<file path="src/hdl/hhlp_pkg.sv">
// ----------------------------------------------------------------------------
// hhlp_pkg
// types, constants and name tables shared by the header line parser
// ----------------------------------------------------------------------------
package hhlp_pkg;

	// block geometry
	localparam int BLOCK_BYTES = 4096;
	localparam int POS_W       = $clog2(BLOCK_BYTES);
	localparam int POS_MAX     = BLOCK_BYTES - 1;
	localparam int OFS_W       = 12;
	localparam int EXT_W       = (POS_W + 1 > OFS_W) ? POS_W + 1 : OFS_W;
	localparam int NUM_W       = 32;
	localparam int IDX_W       = 4;
	localparam int CHARS_W     = 5;

	// queue between front and back
	localparam int Q_DEPTH = 4;
	localparam int Q_AW    = $clog2(Q_DEPTH);

	// header name table
	localparam int NAME_COUNT   = 12;
	localparam int NAME_MAX_LEN = 19;
	localparam int NAME_W       = 8 * NAME_MAX_LEN;

	localparam logic [IDX_W-1:0] IDX_CONTENT_LENGTH = 4'd0;
	localparam logic [IDX_W-1:0] IDX_STATUS         = 4'd8;

	// names are right aligned: last character in the low byte
	localparam logic [NAME_W-1:0] NAME_TABLE [NAME_COUNT] = '{
		NAME_W'("Content-Length: "),
		NAME_W'("Content-Type:"),
		NAME_W'("User-Agent: "),
		NAME_W'("If-Modified-Since: "),
		NAME_W'("Authorization: "),
		NAME_W'("Referer: "),
		NAME_W'("Cookie:"),
		NAME_W'("Location: "),
		NAME_W'("Status: "),
		NAME_W'("Range: "),
		NAME_W'("Connection: "),
		NAME_W'("Transfer-Encoding: ")
	};

	localparam logic [CHARS_W-1:0] NAME_LEN [NAME_COUNT] = '{
		5'd16, 5'd13, 5'd12, 5'd19, 5'd15, 5'd9,
		5'd7,  5'd10, 5'd8,  5'd7,  5'd12, 5'd19
	};

	// character codes
	localparam logic [7:0] CH_LF    = 8'h0A;
	localparam logic [7:0] CH_CR    = 8'h0D;
	localparam logic [7:0] CH_TAB   = 8'h09;
	localparam logic [7:0] CH_VT    = 8'h0B;
	localparam logic [7:0] CH_FF    = 8'h0C;
	localparam logic [7:0] CH_SP    = 8'h20;
	localparam logic [7:0] CH_PLUS  = 8'h2B;
	localparam logic [7:0] CH_MINUS = 8'h2D;
	localparam logic [7:0] CH_ZERO  = 8'h30;
	localparam logic [7:0] CH_NINE  = 8'h39;

	// input transaction
	typedef struct packed {
		logic [7:0] data_byte;
		logic       last_byte;
	} in_item_t;

	// result transaction
	typedef struct packed {
		logic             line_matched;
		logic [IDX_W-1:0] header_index;
		logic [OFS_W-1:0] value_offset;
		logic [OFS_W-1:0] value_length;
		logic             is_numeric;
		logic [NUM_W-1:0] number_value;
		logic             end_of_block;
	} out_item_t;

	// classified byte handed from front to back
	typedef struct packed {
		logic [7:0]       data_byte;
		logic             feed;
		logic             emit;
		logic             matched;
		logic [IDX_W-1:0] index;
		logic [OFS_W-1:0] offset;
		logic [OFS_W-1:0] length;
		logic             last;
	} rec_t;

	// queue status
	typedef struct packed {
		logic full;
		logic empty;
	} q_flags_t;

	// character idx of name k, zero past its end
	function automatic logic [7:0] name_char(input logic [IDX_W-1:0] k,
			input logic [CHARS_W-1:0] idx);
		logic [CHARS_W-1:0] rel;
		logic [7:0]         ch;
		ch = 8'h00;
		if (idx < NAME_LEN[k]) begin
			rel = NAME_LEN[k] - 5'd1 - idx;
			ch  = NAME_TABLE[k][8*rel +: 8];
		end
		return ch;
	endfunction

	// byte positions saturate at the block end
	function automatic logic [EXT_W-1:0] clamp_pos(input logic [EXT_W-1:0] p);
		return (p > EXT_W'(POS_MAX)) ? EXT_W'(POS_MAX) : p;
	endfunction

endpackage

</file>
<file path="src/hdl/hhlp_front.sv">
// ----------------------------------------------------------------------------
// hhlp_front
// accepts header bytes, matches line starts against the name table and
// tracks positions; hands feed and line end records to the queue
// ----------------------------------------------------------------------------
module hhlp_front import hhlp_pkg::*; (
	input  logic     clk,
	input  logic     arst_n,
	input  logic     byte_valid,
	output logic     byte_stall,
	input  in_item_t byte_data,
	input  q_flags_t q_flags,
	output logic     push,
	output rec_t     push_rec
);

	logic [POS_W-1:0]      pos_q;
	logic [POS_W-1:0]      lstart_q;
	logic [CHARS_W-1:0]    chars_q;
	logic [NAME_COUNT-1:0] cand_q;
	logic                  matched_q;
	logic [IDX_W-1:0]      midx_q;
	logic                  prevcr_q;

	logic                  accept;
	logic [7:0]            c;
	logic                  last;
	logic                  nl;
	logic                  is_cr;
	logic [NAME_COUNT-1:0] hit;
	logic [NAME_COUNT-1:0] done;
	logic [IDX_W-1:0]      first;
	logic                  match_now;
	logic                  matched_n;
	logic [IDX_W-1:0]      midx_n;
	logic [NAME_COUNT-1:0] cand_n;
	logic                  feed;
	logic                  emit;
	logic [CHARS_W-1:0]    nlen;
	logic [POS_W:0]        pos_inc;
	logic [POS_W-1:0]      pos_next;
	logic [EXT_W-1:0]      vs;
	logic [EXT_W-1:0]      stop_p;
	logic [EXT_W-1:0]      len_v;
	logic                  cr;

	assign byte_stall = q_flags.full;
	assign accept     = byte_valid && !q_flags.full;
	assign c          = byte_data.data_byte;
	assign last       = byte_data.last_byte;
	assign nl         = (c == CH_LF);
	assign is_cr      = (c == CH_CR);

	// per-name compare at the current line column
	always_comb begin
		hit   = '0;
		done  = '0;
		first = '0;
		for (int k = 0; k < NAME_COUNT; k++) begin
			hit[k]  = cand_q[k] && (chars_q < NAME_LEN[k]) &&
				(name_char(IDX_W'(k), chars_q) == c);
			done[k] = hit[k] && ((chars_q + 5'd1) == NAME_LEN[k]);
		end
		for (int k = NAME_COUNT - 1; k >= 0; k--) begin
			if (done[k]) first = IDX_W'(k);
		end
	end

	// match bookkeeping
	always_comb begin
		match_now = !matched_q && !nl && (|done) && !last;
		matched_n = matched_q || match_now;
		midx_n    = match_now ? first : midx_q;
		if (!matched_q && !nl) begin
			cand_n = (|done) ? '0 : hit;
		end else if (nl) begin
			cand_n = '0;
		end else begin
			cand_n = cand_q;
		end
		feed = matched_q && !nl &&
			((midx_q == IDX_CONTENT_LENGTH) || (midx_q == IDX_STATUS));
		emit = nl || last;
	end

	// positions and value span
	always_comb begin
		pos_inc  = {1'b0, pos_q} + (POS_W+1)'(1);
		pos_next = (pos_inc > (POS_W+1)'(POS_MAX)) ? POS_W'(POS_MAX) : pos_inc[POS_W-1:0];
		nlen     = (midx_n < NAME_COUNT) ? NAME_LEN[midx_n] : '0;
		vs       = clamp_pos(EXT_W'(lstart_q) + EXT_W'(nlen));
		stop_p   = clamp_pos(nl ? EXT_W'(pos_q) : EXT_W'(pos_q) + EXT_W'(1));
		len_v    = (stop_p >= vs) ? stop_p - vs : '0;
		cr       = nl ? prevcr_q : is_cr;
		if (cr && (len_v != '0)) len_v = len_v - EXT_W'(1);
	end

	// record for the back end
	always_comb begin
		push_rec.data_byte = c;
		push_rec.feed      = feed;
		push_rec.emit      = emit;
		push_rec.last      = last;
		push_rec.matched   = matched_n;
		push_rec.index     = matched_n ? midx_n : '0;
		push_rec.offset    = matched_n ? vs[OFS_W-1:0] : '0;
		push_rec.length    = matched_n ? len_v[OFS_W-1:0] : '0;
		push               = accept && (feed || emit);
	end

	// line and block state
	always_ff @(posedge clk or negedge arst_n) begin
		if (!arst_n) begin
			pos_q     <= '0;
			lstart_q  <= '0;
			chars_q   <= '0;
			cand_q    <= '1;
			matched_q <= 1'b0;
			midx_q    <= '0;
			prevcr_q  <= 1'b0;
		end else if (accept) begin
			if (emit) begin
				chars_q   <= '0;
				cand_q    <= '1;
				matched_q <= 1'b0;
				midx_q    <= '0;
				prevcr_q  <= 1'b0;
				if (last) begin
					pos_q    <= '0;
					lstart_q <= '0;
				end else begin
					pos_q    <= pos_next;
					lstart_q <= pos_next;
				end
			end else begin
				pos_q     <= pos_next;
				cand_q    <= cand_n;
				matched_q <= matched_n;
				midx_q    <= midx_n;
				prevcr_q  <= is_cr;
				if (chars_q != '1) chars_q <= chars_q + 5'd1;
			end
		end
	end

endmodule

</file>
<file path="src/hdl/hhlp_queue.sv">
// ----------------------------------------------------------------------------
// hhlp_queue
// short register queue that decouples classification from number parsing
// ----------------------------------------------------------------------------
module hhlp_queue import hhlp_pkg::*; (
	input  logic     clk,
	input  logic     arst_n,
	input  logic     push,
	input  rec_t     push_rec,
	input  logic     pop,
	output rec_t     pop_rec,
	output q_flags_t q_flags
);

	rec_t            mem_q [Q_DEPTH];
	logic [Q_AW-1:0] wr_ptr_q;
	logic [Q_AW-1:0] rd_ptr_q;
	logic [Q_AW:0]   cnt_q;
	logic            do_push;
	logic            do_pop;

	assign q_flags.full  = (cnt_q == (Q_AW+1)'(Q_DEPTH));
	assign q_flags.empty = (cnt_q == '0);
	assign do_push       = push && !q_flags.full;
	assign do_pop        = pop && !q_flags.empty;
	assign pop_rec       = mem_q[rd_ptr_q];

	// storage
	always_ff @(posedge clk) begin
		if (do_push) mem_q[wr_ptr_q] <= push_rec;
	end

	// pointers and fill count
	always_ff @(posedge clk or negedge arst_n) begin
		if (!arst_n) begin
			wr_ptr_q <= '0;
			rd_ptr_q <= '0;
			cnt_q    <= '0;
		end else begin
			if (do_push) wr_ptr_q <= wr_ptr_q + Q_AW'(1);
			if (do_pop) rd_ptr_q <= rd_ptr_q + Q_AW'(1);
			case ({do_push, do_pop})
				2'b10:   cnt_q <= cnt_q + (Q_AW+1)'(1);
				2'b01:   cnt_q <= cnt_q - (Q_AW+1)'(1);
				default: cnt_q <= cnt_q;
			endcase
		end
	end

endmodule

</file>
<file path="src/hdl/hhlp_back.sv">
// ----------------------------------------------------------------------------
// hhlp_back
// parses decimal values from queued records and builds line results
// through a pending stage and the output register
// ----------------------------------------------------------------------------
module hhlp_back import hhlp_pkg::*; (
	input  logic      clk,
	input  logic      arst_n,
	input  rec_t      q_rec,
	input  q_flags_t  q_flags,
	output logic      pop,
	output logic      result_valid,
	input  logic      result_stall,
	output out_item_t result_data
);

	localparam logic [1:0] PH_BLANK  = 2'd0;
	localparam logic [1:0] PH_SIGN   = 2'd1;
	localparam logic [1:0] PH_DIGITS = 2'd2;
	localparam logic [1:0] PH_DONE   = 2'd3;

	typedef struct packed {
		logic             matched;
		logic [IDX_W-1:0] index;
		logic [OFS_W-1:0] offset;
		logic [OFS_W-1:0] length;
		logic             is_numeric;
		logic             has_number;
		logic [NUM_W-1:0] acc;
		logic             neg;
		logic             ovf;
		logic             last;
	} pend_t;

	logic [NUM_W-1:0] acc_q;
	logic [1:0]       phase_q;
	logic             neg_q;
	logic             ovf_q;

	logic             s1_v_q;
	pend_t            pend_s1;
	logic             out_v_q;
	out_item_t        out_q;

	logic             out_free;
	logic             s1_adv;
	logic             s1_free;
	logic [7:0]       c;
	logic             digit;
	logic             blank;
	logic [3:0]       d;
	logic [NUM_W+3:0] sum;
	logic [NUM_W-1:0] acc_n;
	logic [1:0]       phase_n;
	logic             neg_n;
	logic             ovf_n;
	pend_t            pend_n;

	// pipeline flow
	assign out_free = !out_v_q || !result_stall;
	assign s1_adv   = s1_v_q && out_free;
	assign s1_free  = !s1_v_q || out_free;
	assign pop      = !q_flags.empty && (!q_rec.emit || s1_free);

	assign c     = q_rec.data_byte;
	assign digit = (c >= CH_ZERO) && (c <= CH_NINE);
	assign blank = (c == CH_SP) || (c == CH_TAB) || (c == CH_VT) ||
		(c == CH_FF) || (c == CH_CR);
	assign d     = c[3:0];
	assign sum   = {1'b0, acc_q, 3'b000} + {3'b000, acc_q, 1'b0} + (NUM_W+4)'(d);

	// number parse step
	always_comb begin
		acc_n   = acc_q;
		phase_n = phase_q;
		neg_n   = neg_q;
		ovf_n   = ovf_q;
		if (q_rec.feed) begin
			case (phase_q)
				PH_BLANK, PH_SIGN: begin
					if (phase_q == PH_BLANK && blank) begin
						phase_n = PH_BLANK;
					end else if (phase_q == PH_BLANK && c == CH_PLUS) begin
						phase_n = PH_SIGN;
					end else if (phase_q == PH_BLANK && c == CH_MINUS) begin
						neg_n   = 1'b1;
						phase_n = PH_SIGN;
					end else if (digit) begin
						acc_n   = NUM_W'(d);
						phase_n = PH_DIGITS;
					end else begin
						acc_n   = '0;
						neg_n   = 1'b0;
						phase_n = PH_DONE;
					end
				end
				PH_DIGITS: begin
					if (!digit) begin
						phase_n = PH_DONE;
					end else if (sum[NUM_W+3:NUM_W] != 4'd0) begin
						ovf_n = 1'b1;
					end else begin
						acc_n = sum[NUM_W-1:0];
					end
				end
				default: phase_n = phase_q;
			endcase
		end
	end

	// pending result from a line end record
	always_comb begin
		pend_n.matched    = q_rec.matched;
		pend_n.index      = q_rec.index;
		pend_n.offset     = q_rec.offset;
		pend_n.length     = q_rec.length;
		pend_n.is_numeric = q_rec.matched &&
			((q_rec.index == IDX_CONTENT_LENGTH) || (q_rec.index == IDX_STATUS));
		pend_n.has_number = pend_n.is_numeric && (phase_n[1] == 1'b1);
		pend_n.acc        = acc_n;
		pend_n.neg        = neg_n;
		pend_n.ovf        = ovf_n;
		pend_n.last       = q_rec.last;
	end

	// number state, cleared at every line end
	always_ff @(posedge clk or negedge arst_n) begin
		if (!arst_n) begin
			acc_q   <= '0;
			phase_q <= PH_BLANK;
			neg_q   <= 1'b0;
			ovf_q   <= 1'b0;
		end else if (pop) begin
			if (q_rec.emit) begin
				acc_q   <= '0;
				phase_q <= PH_BLANK;
				neg_q   <= 1'b0;
				ovf_q   <= 1'b0;
			end else begin
				acc_q   <= acc_n;
				phase_q <= phase_n;
				neg_q   <= neg_n;
				ovf_q   <= ovf_n;
			end
		end
	end

	// stage valids
	always_ff @(posedge clk or negedge arst_n) begin
		if (!arst_n) begin
			s1_v_q  <= 1'b0;
			out_v_q <= 1'b0;
		end else begin
			if (pop && q_rec.emit) s1_v_q <= 1'b1;
			else if (s1_adv) s1_v_q <= 1'b0;
			if (s1_adv) out_v_q <= 1'b1;
			else if (out_v_q && !result_stall) out_v_q <= 1'b0;
		end
	end

	// stage payloads
	always_ff @(posedge clk) begin
		if (pop && q_rec.emit) pend_s1 <= pend_n;
		if (s1_adv) begin
			out_q.line_matched <= pend_s1.matched;
			out_q.header_index <= pend_s1.index;
			out_q.value_offset <= pend_s1.offset;
			out_q.value_length <= pend_s1.length;
			out_q.is_numeric   <= pend_s1.is_numeric;
			out_q.end_of_block <= pend_s1.last;
			if (!pend_s1.has_number) out_q.number_value <= '0;
			else if (pend_s1.ovf) out_q.number_value <= '1;
			else if (pend_s1.neg) out_q.number_value <= NUM_W'(0) - pend_s1.acc;
			else out_q.number_value <= pend_s1.acc;
		end
	end

	assign result_valid = out_v_q;
	assign result_data  = out_q;

endmodule

</file>
<file path="src/hdl/http_header_line_parser_unit.sv">
// ----------------------------------------------------------------------------
// http_header_line_parser_unit
// splits a header block into lines and reports known headers and values
// ----------------------------------------------------------------------------
// usage:
//   byte channel: one header byte per transaction, last_byte marks the end of
//   the block. result channel: one transaction per newline or last byte,
//   with the header index, value span and, for Content-Length and Status,
//   the decimal value saturated at all ones.
//   throughput is one byte per cycle while the queue is not full; the name
//   compare over all twelve names and the decimal multiply-add are each
//   combinational. a line end byte passes through the queue, the pending
//   stage and then the output register on its way to result_valid.
//   a four-entry queue separates the classifier from the number parser, so
//   a stalled result keeps the classifier taking bytes until the queue
//   fills; byte_stall rises only when the queue is full.
//   reset clears all line and block state and empties the queue and the
//   result stages; no clearing pass is needed. after the last byte the
//   block state returns to its reset value.
// ----------------------------------------------------------------------------
module http_header_line_parser_unit import hhlp_pkg::*; (
	input  logic      clk,
	input  logic      arst_n,
	input  logic      byte_valid,
	output logic      byte_stall,
	input  in_item_t  byte_data,
	output logic      result_valid,
	input  logic      result_stall,
	output out_item_t result_data
);

	q_flags_t q_flags;
	logic     push;
	rec_t     push_rec;
	logic     pop;
	rec_t     pop_rec;

	// byte classification and name matching
	hhlp_front u_front (
		.clk        (clk),
		.arst_n     (arst_n),
		.byte_valid (byte_valid),
		.byte_stall (byte_stall),
		.byte_data  (byte_data),
		.q_flags    (q_flags),
		.push       (push),
		.push_rec   (push_rec)
	);

	// decoupling queue
	hhlp_queue u_queue (
		.clk      (clk),
		.arst_n   (arst_n),
		.push     (push),
		.push_rec (push_rec),
		.pop      (pop),
		.pop_rec  (pop_rec),
		.q_flags  (q_flags)
	);

	// number parse and result output
	hhlp_back u_back (
		.clk          (clk),
		.arst_n       (arst_n),
		.q_rec        (pop_rec),
		.q_flags      (q_flags),
		.pop          (pop),
		.result_valid (result_valid),
		.result_stall (result_stall),
		.result_data  (result_data)
	);

endmodule

</file>
<file path="config.mk">
export PLATFORM = sky130hd
export DESIGN_NAME = http_header_line_parser_unit
export DESIGN_NICKNAME = d
export VERILOG_FILES = /design/src/hdl/hhlp_pkg.sv /design/src/hdl/hhlp_front.sv /design/src/hdl/hhlp_queue.sv /design/src/hdl/hhlp_back.sv /design/src/hdl/http_header_line_parser_unit.sv
export SDC_FILE = /design/constraint.sdc
export NUM_CORES = 1
export LEC_CHECK = 0
export ABC_CLOCK_PERIOD_IN_PS = 11100
export BUFFER_PORTS_ARGS = -buffer_cell sky130_fd_sc_hd__buf_2
export CORE_ASPECT_RATIO = 1.25
export CORE_MARGIN = 2
export CORE_UTILIZATION = 45
export DETAILED_ROUTE_END_ITERATION = 7
export SLEW_MARGIN = 20
export SYNTH_ARGS = -nofsm -noshare
export SYNTH_HDL_FRONTEND = slang
export SYNTH_SLANG_ARGS = --single-unit
</file>
<file path="constraint.sdc">
create_clock -name clk -period 11.1 [get_ports clk]
set_clock_uncertainty 0.2 [all_clocks]
set_input_delay 2.775 -clock clk [delete_from_list [all_inputs] [get_ports clk]]
set_output_delay 2.775 -clock clk [all_outputs]
set_load 0.02 [all_outputs]
</file>
After elaboration in Yosys (flattened, before gate mapping)
Memories as Yosys holds them, arrays and structs flattened. Cells that the tools add are included.

RAM bits: 160. Flip-flop bits (word level): 221. Output and inout bits: 65. Memory bits (read-only): 80. Memories kept: 2. Input bits: 13. Word-level logic and storage cells: 309.

Equal/unequal tests: 39. $lt $le $gt $ge: 17. Reduce and logical (&&, ||, !) cells: 96. $add $sub $neg: 21. Shift-type cells: 12. Bitwise gates (word level): 1. Multiplexer cells: 87.

Memories: u_queue.mem_q (words 4, bits a word 40, rd ports 1, clocked after memory_dff 0, wr ports 1, RTL line hhlp_queue.sv:15) `rec_t mem_q [Q_DEPTH];`; (no name shown) (words 16, bits a word 5, rd ports 1, clocked after memory_dff 0, wr ports 0, RTL line hhlp_front.sv:90) `nlen = (midx_n < NAME_COUNT) ? NAME_LEN[midx_n] : '0;`.

Operator list (number): 152-bit by 9-bit variable part select with 8-bit output, first input constant (12); 32-bit two-way mux (9); 12-bit two-way mux (10); 8-bit equality test (12); 8-bit two-way mux (12); 4-bit two-way mux (16); 32-bit one-hot mux with 2 select lines (1); 1-bit logical AND (56); 13-bit two-way mux (4); 8-bit by 4-bit equality test with 1-bit output, second input constant (6); 13-bit by 12-bit greater-than comparator with 1-bit output, second input constant (3); 35-bit by 33-bit adder with 36-bit output (1); 36-bit by 4-bit adder with 36-bit output (1); 1-bit by 32-bit subtractor with 32-bit output, first input constant (1); 5-bit by 4-bit equality test with 1-bit output, second input constant (6); 5-bit by 4-bit < comparator with 1-bit output, second input constant (6); 4-bit by 5-bit subtractor with 5-bit output, first input constant (6); 5-bit two-way mux (5); 8-bit by 6-bit equality test with 1-bit output, second input constant (3); 1-bit two-way mux (22); 12-bit by 1-bit adder with 13-bit output, second input constant (1); 12-bit by 5-bit adder with 13-bit output (1); 13-bit greater-or-equal comparator (1); 13-bit nonzero test (1); 38 further kinds (77).

Depth between registers and ports, before layout
Gate-level depths: netlist of run 1.

Word-level depth: 33. Depth in mapped cells: 49. Gate-level depth less buffers: 42.

Cells and area by module
A second synthesis of run 1 with hierarchy kept.

Cell total of the unflattened synthesis: 2340. Area, all modules: 24642.4 sq um.

By module, submodules not included: hhlp_front (times used 1, cells each 1329, area each 9271.4 sq um, sequential area each 1191.1 sq um); hhlp_back (times used 1, cells each 763, area each 9117.5 sq um, sequential area each 4824.6 sq um); hhlp_queue (times used 1, cells each 248, area each 6253.5 sq um, sequential area each 4979.8 sq um).

Worst setup path after synthesis of run 1
OpenSTA, ideal clock, no wires.

Kind: input-to-reg. Start point: input port byte_data[7] in the netlist's numbering. End point: memory u_queue.mem_q[0][12] in the netlist's numbering, data pin. Buffers on the path: 2. Data required time: 10.721 ns. Path slack: 0.417 ns. Arrival: 10.304 ns. Library setup time: 0.179 ns. Stages: 38. Cells stage by stage: clkbuf_1 nor2b_1 nand2_1 or4b_2 o211ai_1 nand4_1 or2_2 o31ai_1 o221ai_1 a311oi_1 mux2i_1 inv_1 ha_1 inv_1 a21oi_1 nor2_1 ha_1 fa_1 [2 not listed] o32ai_1 ha_1 a21o_1 a21o_1 a21oi_1 inv_1 maj3_1 and2_1 o31ai_1 nand2_1 clkbuf_1 nand2_1 ha_1 inv_1 a2111oi_4 nor2_2 a41o_1 a21oi_1.

RTL lines: from (decl) (RTL line http_header_line_parser_unit.sv:26) `input in_item_t byte_data,`; to (decl) (RTL line hhlp_queue.sv:15).

==> results of run 1 <==
==> logic make-up after synthesis <==
| kind of cell | share of synthesized area |
|---|---|
| and+or+nand+nor | 0.157 |
| AOI/OAI and AO/OA | 0.184 |
| DFF | 0.455 |
| buffers and inverters | 0.0332 |
| xor gates and xnor gates | 0.0506 |
| adders and majority gates | 0.0678 |
| muxes | 0.0522 |
| other | 0.000311 |
==> registers in the layout, indices dropped and copies added (netlist names) <==
register             flops
u_front.prevcr_q         1
u_back.ovf_q             1
u_queue.rd_ptr_q         2
u_back.neg_q             1
u_front.midx_q           4
u_back.s1_v_q            1
u_back.phase_q           2
u_back.result_data      63
u_queue.wr_ptr_q         2
u_front.cand_q          12
u_back.pend_s1          66
u_front.chars_q          5
u_front.lstart_q        12
u_front.matched_q        1
u_queue.mem_q          160
u_back.acc_q            32
u_front.pos_q           12
u_back.result_valid      1
u_queue.cnt_q            3
==> worst min path at each step <==
stage | startpoint | slack, ns | end
2_1_floorplan | u_back.pend_s1[0] | 0.20 | u_back.result_data[0]
3_3_place_gp | u_back.pend_s1[51] | 0.20 | u_back.result_data[48]
3_5_place_dp | u_back.pend_s1[0] | 0.20 | u_back.result_data[0]
4_1_cts | u_back.pend_s1[48] | 0.22 | u_back.result_data[45]
5_1_grt | u_back.pend_s1[51] | 0.23 | u_back.result_data[48]
6_report | u_back.pend_s1[64] | 0.22 | u_back.result_data[61]
==> routing by layer <==
metal  routed length [µm]  up-vias  GRT usage  share of wire
met5                    0        -          0              0
met4                 3280        0      0.116          0.049
met3                 3010      193     0.0237          0.045
met2                32400      638      0.404           0.48
met1                28500     9343      0.310           0.42
li1                     -     9022          -              -
==> power groups by stage <==
stage               Sequential, mW  Combinational, mW  Clock, mW
floorplan                     2.35               2.00          0
global placement              2.25               3.01          0
detailed placement            2.26               3.02          0
CTS                           2.24               3.03       1.34
global route                  2.26               3.33       1.39
finish                        2.22               3.07       1.30
==> synthesized netlist by cell type (all sizes together), types with 11 or more instances <==
master and instances:
edfxtp 289, nand2 226, o21ai 176, nor2 175
a21oi 140, ha 122, clkbuf 100, xnor2 98
dfrtp 80, inv 71, nand3 59, o21a 50
a21o 46, nor3 44, nand2b 40, nand4 39
xor2 39, mux4 37, buf 33, mux2i 31
nor2b 30, and2 29, a31oi 27, or3 23
and3 22, o31ai 22, a211oi 21, nor4 16
o211ai 16, or2 14, dfstp 12, o22ai 11
==> cells in the final DEF, fill, tap and decap left out, types with 23 or more instances in the layout <==
master and n:
sky130_fd_sc_hd__edfxtp_1 289, sky130_fd_sc_hd__nand3_1 59, sky130_fd_sc_hd__xor2_1 39, sky130_fd_sc_hd__mux4_2 37, sky130_fd_sc_hd__nand4_1 39, sky130_fd_sc_hd__buf_2 76, sky130_fd_sc_hd__nor2_1 172, sky130_fd_sc_hd__nand2b_1 40
sky130_fd_sc_hd__buf_4 100, sky130_fd_sc_hd__xnor2_1 98, sky130_fd_sc_hd__ha_1 122, sky130_fd_sc_hd__dfrtp_1 78, sky130_fd_sc_hd__nand2_1 226, sky130_fd_sc_hd__mux2i_1 31, sky130_fd_sc_hd__o21a_1 50, sky130_fd_sc_hd__nor2b_1 29
sky130_fd_sc_hd__clkbuf_16 39, sky130_fd_sc_hd__a21o_1 46, sky130_fd_sc_hd__a21oi_1 140, sky130_fd_sc_hd__or3_1 23, sky130_fd_sc_hd__o21ai_0 169, sky130_fd_sc_hd__a31oi_1 27, sky130_fd_sc_hd__and2_1 25, sky130_fd_sc_hd__inv_1 68
sky130_fd_sc_hd__nor3_1 43
==> layout make-up <==
cell class / count / share of cell area
Clock buffer: 51 / 0.0398
Clock inverter: 21 / 0.00775
Inverter: 73 / 0.0102
Multi-Input combinational cell: 1774 / 0.460
Sequential cell: 381 / 0.408
Tap cell: 672 / 0.0312
Timing Repair Buffer: 178 / 0.0433
==> worst max-delay path: cells and delay by family <==
kind	cells	cell delay (ns)
and+or+nand+nor	9	2.09
muxes	1	0.10
AOI/OAI and AO/OA	14	3.10
adders and majority gates	5	1.36
xor gates and xnor gates	1	0.16
buffers and inverters	6	1.03
==> stage by stage <==
stage                     instances  setup WS [ns]  hold slack, ns
after floorplan                2361          0.417           0.200
after global placement         3076          0.282           0.202
after detailed placement       3076         0.0345           0.205
after CTS                      3148          0.586           0.219
after global routing           3150         0.0353           0.225
final                          3150          0.587           0.218
==> what timing repair did <==
item / 4_1_cts / 5_1_grt
resized for setup: 0 / 1
endpoints found under the setup margin: 0 / 16
setup buffers: 0 / 1
==> flow_summary.rst, run 1 <==
.. list-table::
   :header-rows: 1

   * - Metric
     - Value
   * - Run status
     - finished, final reports clean
   * - Share of flip-flops with an asynchronous set or reset after synthesis
     - 0.241
   * - Via density per instance
     - slightly above 6
   * - ANT nets after route
     - 0
   * - Synth Warn #
     - 0
   * - Global-route congestion overflow total
     - 0
   * - Power Dens Cells
     - roughly 240 mW/mm²
   * - Top post-synthesis cells by area
     - sky130_fd_sc_hd__edfxtp_1, sky130_fd_sc_hd__dfrtp_1, sky130_fd_sc_hd__ha_1
   * - Later-pin clock latency in the skew report
     - between 0.5 and 0.6 ns
   * - Fraction of power spent switching nets
     - 0.408
   * - Fraction of post-synthesis cell area in the top cell type by area
     - 0.359
   * - Max FO, Critical Path
     - 14
   * - CTS clk-pin slew, worst paths
     - around 0.06 ns
   * - Worst hold path stage count
     - 0
   * - Number of DRC markers after the initial detailed-route iteration
     - 1417
   * - HPWL after detailed placement
     - 48500 µm
   * - Worst hold-check path type
     - reg2reg
   * - Average wire per standard cell
     - approximately 21 µm
   * - Signal arrival time at the worst endpoint
     - ~11 ns
   * - Vias in the first global route
     - between 15k and 20k
   * - Routability congestion estimate from global placement
     - a little under 1
   * - Starting Density
     - 0.457
   * - EDFF count, synth
     - approximately 290
   * - Net count after synthesis
     - between 2k and 3k
   * - Total Neg Setup Slack
     - 0 ns
   * - Crit start category
     - input pin
   * - Final worst-path cycle share
     - 0.947
   * - TritonCTS buffer count
     - 39
   * - Fraction of final layout cells with drive strength greater than 1
     - 0.144
   * - Part of the power in the clock network
     - 0.198
   * - Antenna violations before repair
     - 0
   * - Internal power
     - 3.90 mW
   * - Leakage component of the power
     - between 10 and 15 nW
   * - Area growth from synthesis to layout
     - 11.6%
   * - Total power consumption of the routed design
     - approximately 6.6 mW
   * - Slowest stage cell, crit path
     - sky130_fd_sc_hd__or4b_4
   * - Storage cell area
     - around 0.011 mm²
   * - Maximum number of pins on one net before global-route repair
     - 64
   * - Wire length of the first global-routing pass
     - 106000 µm
   * - Vert. Die Dim
     - approximately 260 µm
   * - Critical path type
     - in2reg
   * - Die footprint
     - around 0.056 mm²
   * - Crit path largest cell delay
     - slightly above 0.5 ns
   * - Total detailed-routing wirelength
     - approximately 67000 µm
   * - Area leader, netlist
     - sky130_fd_sc_hd__edfxtp_1
   * - Overall fraction of global-route tracks in use
     - 0.240
   * - Number of top-level design ports
     - around 80
   * - Headroom to the max-slew limit
     - 0.210
   * - CTS tree
     - yes
   * - Bufs on Longest Clock Path
     - 3
   * - Sequential share of power
     - 0.337
   * - FMAX
     - 0.0951 GHz
   * - Maximum level of the CTS H-tree
     - 2
   * - Leading register cell type out of synthesis
     - sky130_fd_sc_hd__edfxtp_1
   * - Area of placed instances
     - 0.0256 mm²
   * - Number of standard-cell rows in the floorplan
     - 94
   * - Part of the Yosys area used for sequential elements
     - 0.455
   * - Unrepaired setup endpoints after global routing
     - false
   * - Hold Fails Final Rpt
     - 0
   * - Minimum setup slack among reg-to-reg paths
     - about 0.69 ns
   * - Dominant cell type by count on the critical path
     - sky130_fd_sc_hd__a21oi_1
   * - Area of combinational cells with multiple inputs
     - between 0.01 and 0.015 mm²
   * - Residual DRC count
     - 0
   * - Total inserted antenna cells
     - 0
   * - Count of filler cells inserted in the layout
     - about 4.8k
   * - Synthesized area per cell
     - 10.2 µm²
   * - Final non-filler cell area
     - between 0.02 and 0.03 mm²
   * - Termination of the worst setup path
     - u_queue.mem_q[3][12]
   * - Switching Power
     - 2.69 mW
   * - Slew Viols, Final
     - 0
   * - Total of endpoints with negative setup slack in the final report
     - 0
   * - Crit path capture type
     - flip-flop
   * - Hold-fix buffer count after cts
     - 0
   * - Launch point of the critical path
     - byte_data[4]
   * - Sinks on the clock net
     - 381
   * - Max capacitance violation total
     - 0
   * - Minimum clock period
     - around 11 ns
   * - Worst R2R Path Depth
     - 37
   * - I/O Buffers
     - between 70 and 80
   * - Total of flip-flops plus latches after synthesis
     - about 380
   * - Clock root buffer
     - sky130_fd_sc_hd__clkbuf_16
   * - Maximum vdd ir drop
     - 0.191 mV
   * - Portion of total power attributed to combinational logic
     - 0.465
   * - End of the worst register-to-register path
     - u_queue.mem_q[3][12]
   * - Die Width
     - roughly 210 µm
   * - Post-layout utilization of the core
     - 0.510
   * - Required time of the worst setup path
     - about 11 ns
   * - Detailed-route via count
     - between 15k and 20k
   * - Worst Tran Pin Value
     - around 1.2 ns
   * - Reg-to-Reg Start
     - u_front.chars_q[2]
   * - Number of detailed-route iterations in the first pass
     - 6
   * - Cell count after synthesis
     - between 2k and 2.5k
   * - Combined area of all synthesized cells
     - ~0.024 mm²
   * - Cell variety after synth
     - 106
   * - Number of nets in the layout
     - about 2.6k
   * - Core region area
     - between 0.05 and 0.06 mm²
(Power assumes the default switching activity.)
==> run 2: changes to the inputs <==
--- a/config.mk
+++ b/config.mk
@@ -6,11 +6,13 @@
 export NUM_CORES = 1
 export LEC_CHECK = 0
 export ABC_CLOCK_PERIOD_IN_PS = 11100
-export BUFFER_PORTS_ARGS = -buffer_cell sky130_fd_sc_hd__buf_2
+export BUFFER_PORTS_ARGS = -buffer_cell sky130_fd_sc_hd__buf_4
+export CELL_PAD_IN_SITES_DETAIL_PLACEMENT = 0
+export CELL_PAD_IN_SITES_GLOBAL_PLACEMENT = 2
 export CORE_ASPECT_RATIO = 1.25
-export CORE_MARGIN = 2
-export CORE_UTILIZATION = 45
+export CORE_UTILIZATION = 42
 export DETAILED_ROUTE_END_ITERATION = 7
+export PLACE_DENSITY_LB_ADDON = 0.1
 export SLEW_MARGIN = 20
 export SYNTH_ARGS = -nofsm -noshare
 export SYNTH_HDL_FRONTEND = slang
==> run 2 against run 1 <==
Compared with the run above: worst hold slack worse by 0.0054 ns; register-to-register slack better by 0.08 ns; first-iteration DRC count is 0.28% higher; combinational power is 3% higher.
==> flow_summary.rst, run 2 (synthesis gave the netlist of run 1 again) <==
.. list-table::
   :header-rows: 1

   * - Metric
     - Value
   * - Run status
     - finished, final reports clean
   * - Global-route congestion overflow total
     - 0 (unchanged)
   * - Total inserted antenna cells
     - 0 (unchanged)
   * - FMAX
     - 0.0953 GHz (+0.23%)
   * - TritonCTS buffer count
     - 40 (+2.6%)
   * - Crit path capture type
     - flip-flop
   * - HPWL after detailed placement
     - 52400 µm (+8.0%)
   * - Vias in the first global route
     - 18.8k (-0.074%)
   * - Slew Viols, Final
     - 0 (unchanged)
   * - ANT nets after route
     - 0 (unchanged)
   * - Leakage component of the power
     - 10.6 nW (+0.48%)
   * - Minimum setup slack after placement
     - -0.110 ns (-0.144 ns)
   * - Fraction of final layout cells with drive strength greater than 1
     - 0.146 (+0.00167)
   * - Minimum clock period
     - 10.49 ns (-0.0243 ns)
   * - Critical path type
     - in2reg
   * - Max FO, Critical Path
     - 14 (unchanged)
   * - Detailed-route via count
     - 19.0k (-0.99%)
   * - Total of endpoints with negative setup slack in the final report
     - 0 (unchanged)
   * - Slowest stage cell, crit path
     - sky130_fd_sc_hd__fa_1
   * - Total power consumption of the routed design
     - 6.74 mW (+2.3%)
   * - Overall fraction of global-route tracks in use
     - 0.242 (+0.00206)
   * - Clock root buffer
     - sky130_fd_sc_hd__clkbuf_16
   * - Maximum vdd ir drop
     - 0.137 mV (-28%)
   * - Sinks on the clock net
     - 381 (unchanged)
   * - Post-layout utilization of the core
     - 0.483 (-0.0273)
   * - End of the worst register-to-register path
     - u_queue.mem_q[3][11]
   * - Number of DRC markers after the initial detailed-route iteration
     - 1421 (+0.28%)
   * - Max capacitance violation total
     - 0 (unchanged)
   * - Crit start category
     - input pin
   * - Required time of the worst setup path
     - 11.25 ns (about the same)
   * - Most common cell after layout, fill and taps aside
     - sky130_fd_sc_hd__edfxtp_1
   * - Register name with the most flops
     - u_queue.mem_q
   * - Vert. Die Dim
     - 270 µm (+2.7%)
   * - Maximum number of pins on one net before global-route repair
     - 64 (unchanged)
   * - I/O Buffers
     - 77 (unchanged)
   * - Area of combinational cells with multiple inputs
     - 0.0124 mm² (+0.17%)
   * - Power Dens Cells
     - 247 mW/mm² (+1.1%)
   * - Hold Fails Final Rpt
     - 0 (unchanged)
   * - Fin cells
     - 3219 (+2.2%)
   * - Maximum level of the CTS H-tree
     - 2 (unchanged)
   * - Placed cells
     - 3145 (+2.2%)
   * - Post-route setup slack
     - 0.611 ns (+0.0243 ns)
   * - Total detailed-routing wirelength
     - 71100 µm (+5.9%)
   * - Antenna violations before repair
     - 2 (+2)
   * - Reg-to-Reg Start
     - u_front.chars_q[2]
   * - Headroom to the max-slew limit
     - 0.277 (+0.0671)
   * - CTS tree
     - yes
   * - Minimum setup slack among reg-to-reg paths
     - 0.77 ns (+0.08 ns)
   * - Bufs on Longest Clock Path
     - 3 (unchanged)
   * - Signal arrival time at the worst endpoint
     - 10.64 ns (-0.02 ns)
   * - Count of filler cells inserted in the layout
     - 5248 (+10%)
   * - Number of standard-cell rows in the floorplan
     - 97 (+3.2%)
   * - Area growth from synthesis to layout
     - 12.9%
   * - Total Neg Setup Slack
     - 0 ns (unchanged)
   * - Endpoint of the worst hold-timing path
     - u_back.result_data[40]
   * - Hold path start
     - u_back.pend_s1[43]
   * - Die Width
     - 216 µm (+2.5%)
   * - Post-CTS Setup Repair Bufs
     - 0 (unchanged)
   * - Starting Density
     - 0.428 (-0.0294)
   * - Via density per instance
     - 5.90 (-3.1%)
   * - Routability congestion estimate from global placement
     - 0.922 (-4.3%)
   * - Commonest cells after routing, fill and taps aside
     - sky130_fd_sc_hd__edfxtp_1, sky130_fd_sc_hd__nand2_1, sky130_fd_sc_hd__buf_4, sky130_fd_sc_hd__nor2_1, sky130_fd_sc_hd__o21ai_0
   * - Core region area
     - 0.0564 mm² (+6.9%)
   * - Worst hold path stage count
     - 0 (unchanged)
   * - Worst hold-check path type
     - reg2reg
   * - Die footprint
     - 0.0585 mm² (+5.3%)
   * - Unrepaired setup endpoints after global routing
     - false
   * - Number of top-level design ports
     - 78 (unchanged)
   * - Worst Tran Pin Value
     - 1.07 ns (-0.0997 ns)
   * - Storage cell area
     - 0.0110 mm² (about the same)
   * - Number of detailed-route iterations in the first pass
     - 6 (unchanged)
   * - Crit path largest cell delay
     - 0.43 ns (-0.08 ns)
   * - Final worst-path cycle share
     - 0.945 (-0.00219)
   * - CTS clk-pin slew, worst paths
     - 0.06 ns (about the same)
   * - Residual DRC count
     - 0 (unchanged)
   * - Average wire per standard cell
     - 22.1 µm (+3.6%)
   * - Flip-flop count of the largest register after layout
     - 160 (unchanged)
   * - Worst R2R Path Depth
     - 40 (+8.1%)
   * - Number of nets in the layout
     - 2584 (-0.077%)
   * - Later-pin clock latency in the skew report
     - 0.57 ns (+0.02 ns)
   * - Wire length of the first global-routing pass
     - 111000 µm (+4.8%)
[run 2: cell count changes in the layout (fill, tap and decap cells not counted), sizes merged]
| cell | before | now |
|---|---|---|
| clkbuf | 51 | 53 |
| clkinvlp | 2 | 4 |
| clkinv | 17 | 16 |
| buf | 178 | 175 |
| inv | 73 | 72 |
[run 2: final cells by class]
class	instances	area share
sequential	381	0.404
multi-input combinational	1774	0.455
timing repair buffer	175	0.0482
clock buffer	53	0.0403
inverter	73	0.0105
clock inverter	21	0.00817
tap	742	0.0341
[run 2: per-layer routing]
metal | up-vias | routed length, µm | track usage
li1 | 9031 | - | -
met1 | 9296 | 30800 | 0.311
met2 | 514 | 34500 | 0.413
met3 | 165 | 2760 | 0.0248
met4 | 0 | 3120 | 0.107
met5 | - | 0 | 0
[run 2: report_power, final]
part	internal, mW	total (mW)	switching, mW
sequential	2.03	2.25	0.217
clock	0.757	1.33	0.576
combinational	1.19	3.16	1.97
[run 2: timing repair]
action / in CTS / in global routing
hold buffers: 0 / 0
hold endpoints to repair: 0 / 0
gates resized for setup: 0 / 11
setup endpoints to repair: 0 / 48
[run 2: metrics by stage]
stage               hold WS (ns)  area (µm²)
floorplan                  0.200       24200
global placement           0.203       25900
detailed placement         0.206       25900
CTS                        0.217       27200
global route               0.225       27300
finish                     0.212       27300
[run 2: how the worst max path moves through the flow]
stage	from	endpoint
detailed placement	byte_data[4]	u_queue.mem_q[3][11]
finish	byte_data[4]	u_queue.mem_q[3][11]
CTS	u_front.chars_q[2]	u_queue.mem_q[3][11]
floorplan	byte_data[7]	u_queue.mem_q[0][12]
global placement	byte_data[4]	u_queue.mem_q[0][12]
global route	byte_data[4]	u_queue.mem_q[3][11]
[run 2: worst max-delay path, delay by kind of cell]
family	cells	cell delay, ns
multiplexers	1	0.16
adder cells (fa/ha/maj)	6	1.65
AO/OA/AOI/OAI	14	3.68
buffers and inverters	7	1.06
AND/OR/NAND/NOR	8	1.27
==> run 3: changes to the inputs <==
--- a/config.mk
+++ b/config.mk
@@ -5,12 +5,12 @@
 export SDC_FILE = /design/constraint.sdc
 export NUM_CORES = 1
 export LEC_CHECK = 0
-export ABC_CLOCK_PERIOD_IN_PS = 11100
+export ABC_CLOCK_PERIOD_IN_PS = 13000
 export BUFFER_PORTS_ARGS = -buffer_cell sky130_fd_sc_hd__buf_4
 export CELL_PAD_IN_SITES_DETAIL_PLACEMENT = 0
 export CELL_PAD_IN_SITES_GLOBAL_PLACEMENT = 2
 export CORE_ASPECT_RATIO = 1.25
-export CORE_UTILIZATION = 42
+export CORE_UTILIZATION = 45
 export DETAILED_ROUTE_END_ITERATION = 7
 export PLACE_DENSITY_LB_ADDON = 0.1
 export SLEW_MARGIN = 20
==> constraint.sdc (replaced) <==
create_clock -name clk -period 13 [get_ports clk]
set_clock_uncertainty 0.2 [all_clocks]
set_input_delay 3.25 -clock clk [delete_from_list [all_inputs] [get_ports clk]]
set_output_delay 3.25 -clock clk [all_outputs]
set_load 0.02 [all_outputs]
==> run 3 against run 2 <==
Compared with the run above: final area fell by 1.4%; largest cell class unchanged; global-route usage is 0.93 points higher; flip-flop and latch count is the same; worst hold slack better by 0.0045 ns; largest power group unchanged; clock-buffer cell count up 1; routed wire length fell by 3.9%.
==> flow_summary.rst, run 3 (synthesis gave the netlist of run 1 again) <==
.. list-table::
   :header-rows: 1

   * - Metric
     - Value
   * - Antenna violations before repair
     - 0 (-2)
   * - End of the worst register-to-register path
     - u_queue.mem_q[0][12]
   * - Via density per instance
     - 6.03 (+2.1%)
   * - Max FO, Critical Path
     - 25 (+11)
   * - Worst hold-check path type
     - reg2reg
   * - Final worst hold slack
     - 0.217 ns (+0.00453 ns)
   * - Slowest stage cell, crit path
     - sky130_fd_sc_hd__o31ai_1
   * - Fraction of final layout cells with drive strength greater than 1
     - 0.127 (-0.0183)
   * - Worst Tran Pin Value
     - 1.03 ns (-0.0482 ns)
   * - Starting Density
     - 0.457 (+0.0294)
   * - Clock root buffer
     - sky130_fd_sc_hd__clkbuf_16
   * - Placed cells
     - 3036 (-3.5%)
   * - Required time of the worst setup path
     - 13.17 ns (+1.92 ns)
   * - CTS tree
     - yes
   * - Worst hold path stage count
     - 0 (unchanged)
   * - Commonest cells after routing, fill and taps aside
     - sky130_fd_sc_hd__edfxtp_1, sky130_fd_sc_hd__nand2_1, sky130_fd_sc_hd__nor2_1, sky130_fd_sc_hd__o21ai_0, sky130_fd_sc_hd__a21oi_1
   * - Detailed-route via count
     - 18.8k (-1.3%)
   * - Worst R2R Path Depth
     - 38 (-5.0%)
   * - Portion of total power attributed to combinational logic
     - 0.459 (-0.010)
   * - Post-route setup slack
     - 1.28 ns (+0.666 ns)
   * - Number of top-level design ports
     - 78 (unchanged)
   * - Storage cell area
     - 0.0110 mm² (about the same)
   * - Most common cell after layout, fill and taps aside
     - sky130_fd_sc_hd__edfxtp_1
   * - Routability congestion estimate from global placement
     - 0.894 (-3.0%)
   * - Maximum vdd ir drop
     - 0.146 mV (+6.5%)
   * - Endpoint of the worst hold-timing path
     - u_back.result_data[54]
   * - Switching Power
     - 2.30 mW (-17%)
   * - Maximum level of the CTS H-tree
     - 2 (unchanged)
   * - Hold Fails Final Rpt
     - 0 (unchanged)
   * - CTS clk-pin slew, worst paths
     - 0.06 ns (about the same)
   * - Internal power
     - 3.37 mW (-15%)
   * - Final worst-path cycle share
     - 0.902
   * - Run status
     - finished, final reports clean
   * - Post-CTS Setup Repair Bufs
     - 0 (unchanged)
   * - Number of nets in the layout
     - 2546 (-1.5%)
   * - Total Neg Setup Slack
     - 0 ns (unchanged)
   * - Residual DRC count
     - 0 (unchanged)
   * - Sinks on the clock net
     - 381 (unchanged)
   * - Later-pin clock latency in the skew report
     - 0.57 ns (about the same)
   * - HPWL after detailed placement
     - 48600 µm (-7.3%)
   * - Power Dens Cells
     - 211 mW/mm² (-15%)
   * - Unrepaired setup endpoints after global routing
     - false
   * - Headroom to the max-slew limit
     - 0.313 (+0.0353)
   * - TritonCTS buffer count
     - 41 (+2.5%)
   * - Fin cells
     - 3112 (-3.3%)
   * - Post-cts repair resize count
     - 0 (unchanged)
   * - Minimum clock period
     - 11.72 ns
   * - Part of the power in the clock network
     - 0.203 (+0.005)
   * - Critical path type
     - in2reg
   * - Total detailed-routing wirelength
     - 68400 µm (-3.9%)
   * - FMAX
     - around 0.085 GHz
   * - Count of filler cells inserted in the layout
     - 4793 (-8.7%)
   * - Die footprint
     - 0.0546 mm² (-6.6%)
   * - Minimum setup slack after placement
     - 0.842 ns (+0.952 ns)
   * - Maximum number of pins on one net before global-route repair
     - 64 (unchanged)
   * - Core region area
     - 0.0528 mm² (-6.4%)
   * - Slew Viols, Final
     - 0 (unchanged)
   * - Max capacitance violation total
     - 0 (unchanged)
   * - Register name with the most flops
     - u_queue.mem_q
   * - Number of standard-cell rows in the floorplan
     - 94 (-3.1%)
   * - Sequential share of power
     - 0.338 (+0.005)
   * - Area growth from synthesis to layout
     - 11.3%
   * - Bufs on Longest Clock Path
     - 3 (unchanged)
   * - Hold-fix buffer count after cts
     - 0 (unchanged)
   * - Die Width
     - 209 µm (-3.4%)
   * - Crit path capture type
     - flip-flop
   * - ANT nets after route
     - 0 (unchanged)
   * - Reg-to-Reg Start
     - u_front.chars_q[1]
   * - Hold path start
     - u_back.pend_s1[57]
   * - Total of endpoints with negative setup slack in the final report
     - 0 (unchanged)
   * - Global-route congestion overflow total
     - 0 (unchanged)
   * - Fraction of power spent switching nets
     - 0.406 (-0.00448)
   * - Flip-flop count of the largest register after layout
     - 160 (unchanged)
   * - Number of DRC markers after the initial detailed-route iteration
     - 1331 (-6.3%)
   * - I/O Buffers
     - 77 (unchanged)
   * - Dominant cell type by count on the critical path
     - sky130_fd_sc_hd__inv_1
   * - Minimum setup slack among reg-to-reg paths
     - 2.02 ns (+1.25 ns)
   * - Vias in the first global route
     - 18.4k (-2.4%)
   * - Crit path largest cell delay
     - 0.50 ns (+0.07 ns)
   * - Signal arrival time at the worst endpoint
     - 11.89 ns (+1.25 ns)
   * - Crit start category
     - input pin
   * - Vert. Die Dim
     - 261 µm (-3.4%)
   * - Overall fraction of global-route tracks in use
     - 0.252 (+0.00926)
   * - Wire length of the first global-routing pass
     - 107000 µm (-3.5%)
   * - Area of combinational cells with multiple inputs
     - 0.0124 mm² (about the same)
   * - Leakage component of the power
     - 10.4 nW (-1.7%)
   * - Average wire per standard cell
     - 22.0 µm (-0.62%)
   * - Number of detailed-route iterations in the first pass
     - 5 (-1)
   * - Total inserted antenna cells
     - 0 (unchanged)
[run 3: final cells by class]
type,instances,area share
well taps,672,0.0313
multi-input cells,1774,0.461
flip-flops and latches,381,0.409
repair buffers,136,0.0385
clock inverters,22,0.00927
inverters,73,0.0102
clock buffers,54,0.0400
[run 3: worst max-delay path, delay by kind of cell]
kind	cells	cell delay [ns]
adder cells (fa/ha/maj)	6	1.74
AO/OA/AOI/OAI	18	4.83
buffers and inverters	6	1.02
multiplexers	1	0.24
AND/OR/NAND/NOR	5	0.80
[run 3: how the worst max path moves through the flow]
| stage | startpoint | to | slack, ns | depth (start not counted) |
|---|---|---|---|---|
| 5_1_grt | byte_data[7] | u_queue.mem_q[3][8] | 0.72 | 37 |
| 6_report | byte_data[7] | u_queue.mem_q[0][12] | 1.28 | 36 |
| 2_1_floorplan | byte_data[7] | u_queue.mem_q[0][12] | 1.84 | 38 |
| 3_3_place_gp | byte_data[7] | u_queue.mem_q[0][12] | 1.04 | 35 |
| 3_5_place_dp | byte_data[7] | u_queue.mem_q[0][12] | 0.84 | 36 |
| 4_1_cts | byte_data[7] | u_queue.mem_q[1][8] | 1.39 | 36 |
[run 3: power groups by stage]
stage	combinational (mW)	clock [mW]	sequential, mW
finish	2.60	1.15	1.91
global route	2.83	1.23	1.95
CTS	2.60	1.18	1.92
detailed placement	2.59	0	1.94
global placement	2.57	0	1.93
floorplan	1.71	0	2.01
[run 3: metal layers]
layer	global-route usage	part of all wire	up-vias
met4	0.0821	0.028	0
met3	0.0354	0.050	104
met1	0.339	0.45	9163
met2	0.418	0.47	523
met5	0	0	-
li1	-	-	8971
[run 3: per-stage QoR]
stage               instance area (µm²)  utilization  power (mW)
floorplan                         24200            -        3.72
global placement                  25500        0.483        4.51
detailed placement                25500        0.484        4.53
CTS                               26900        0.509        5.70
global route                      26900        0.509        6.01
finish                            26900        0.509        5.67
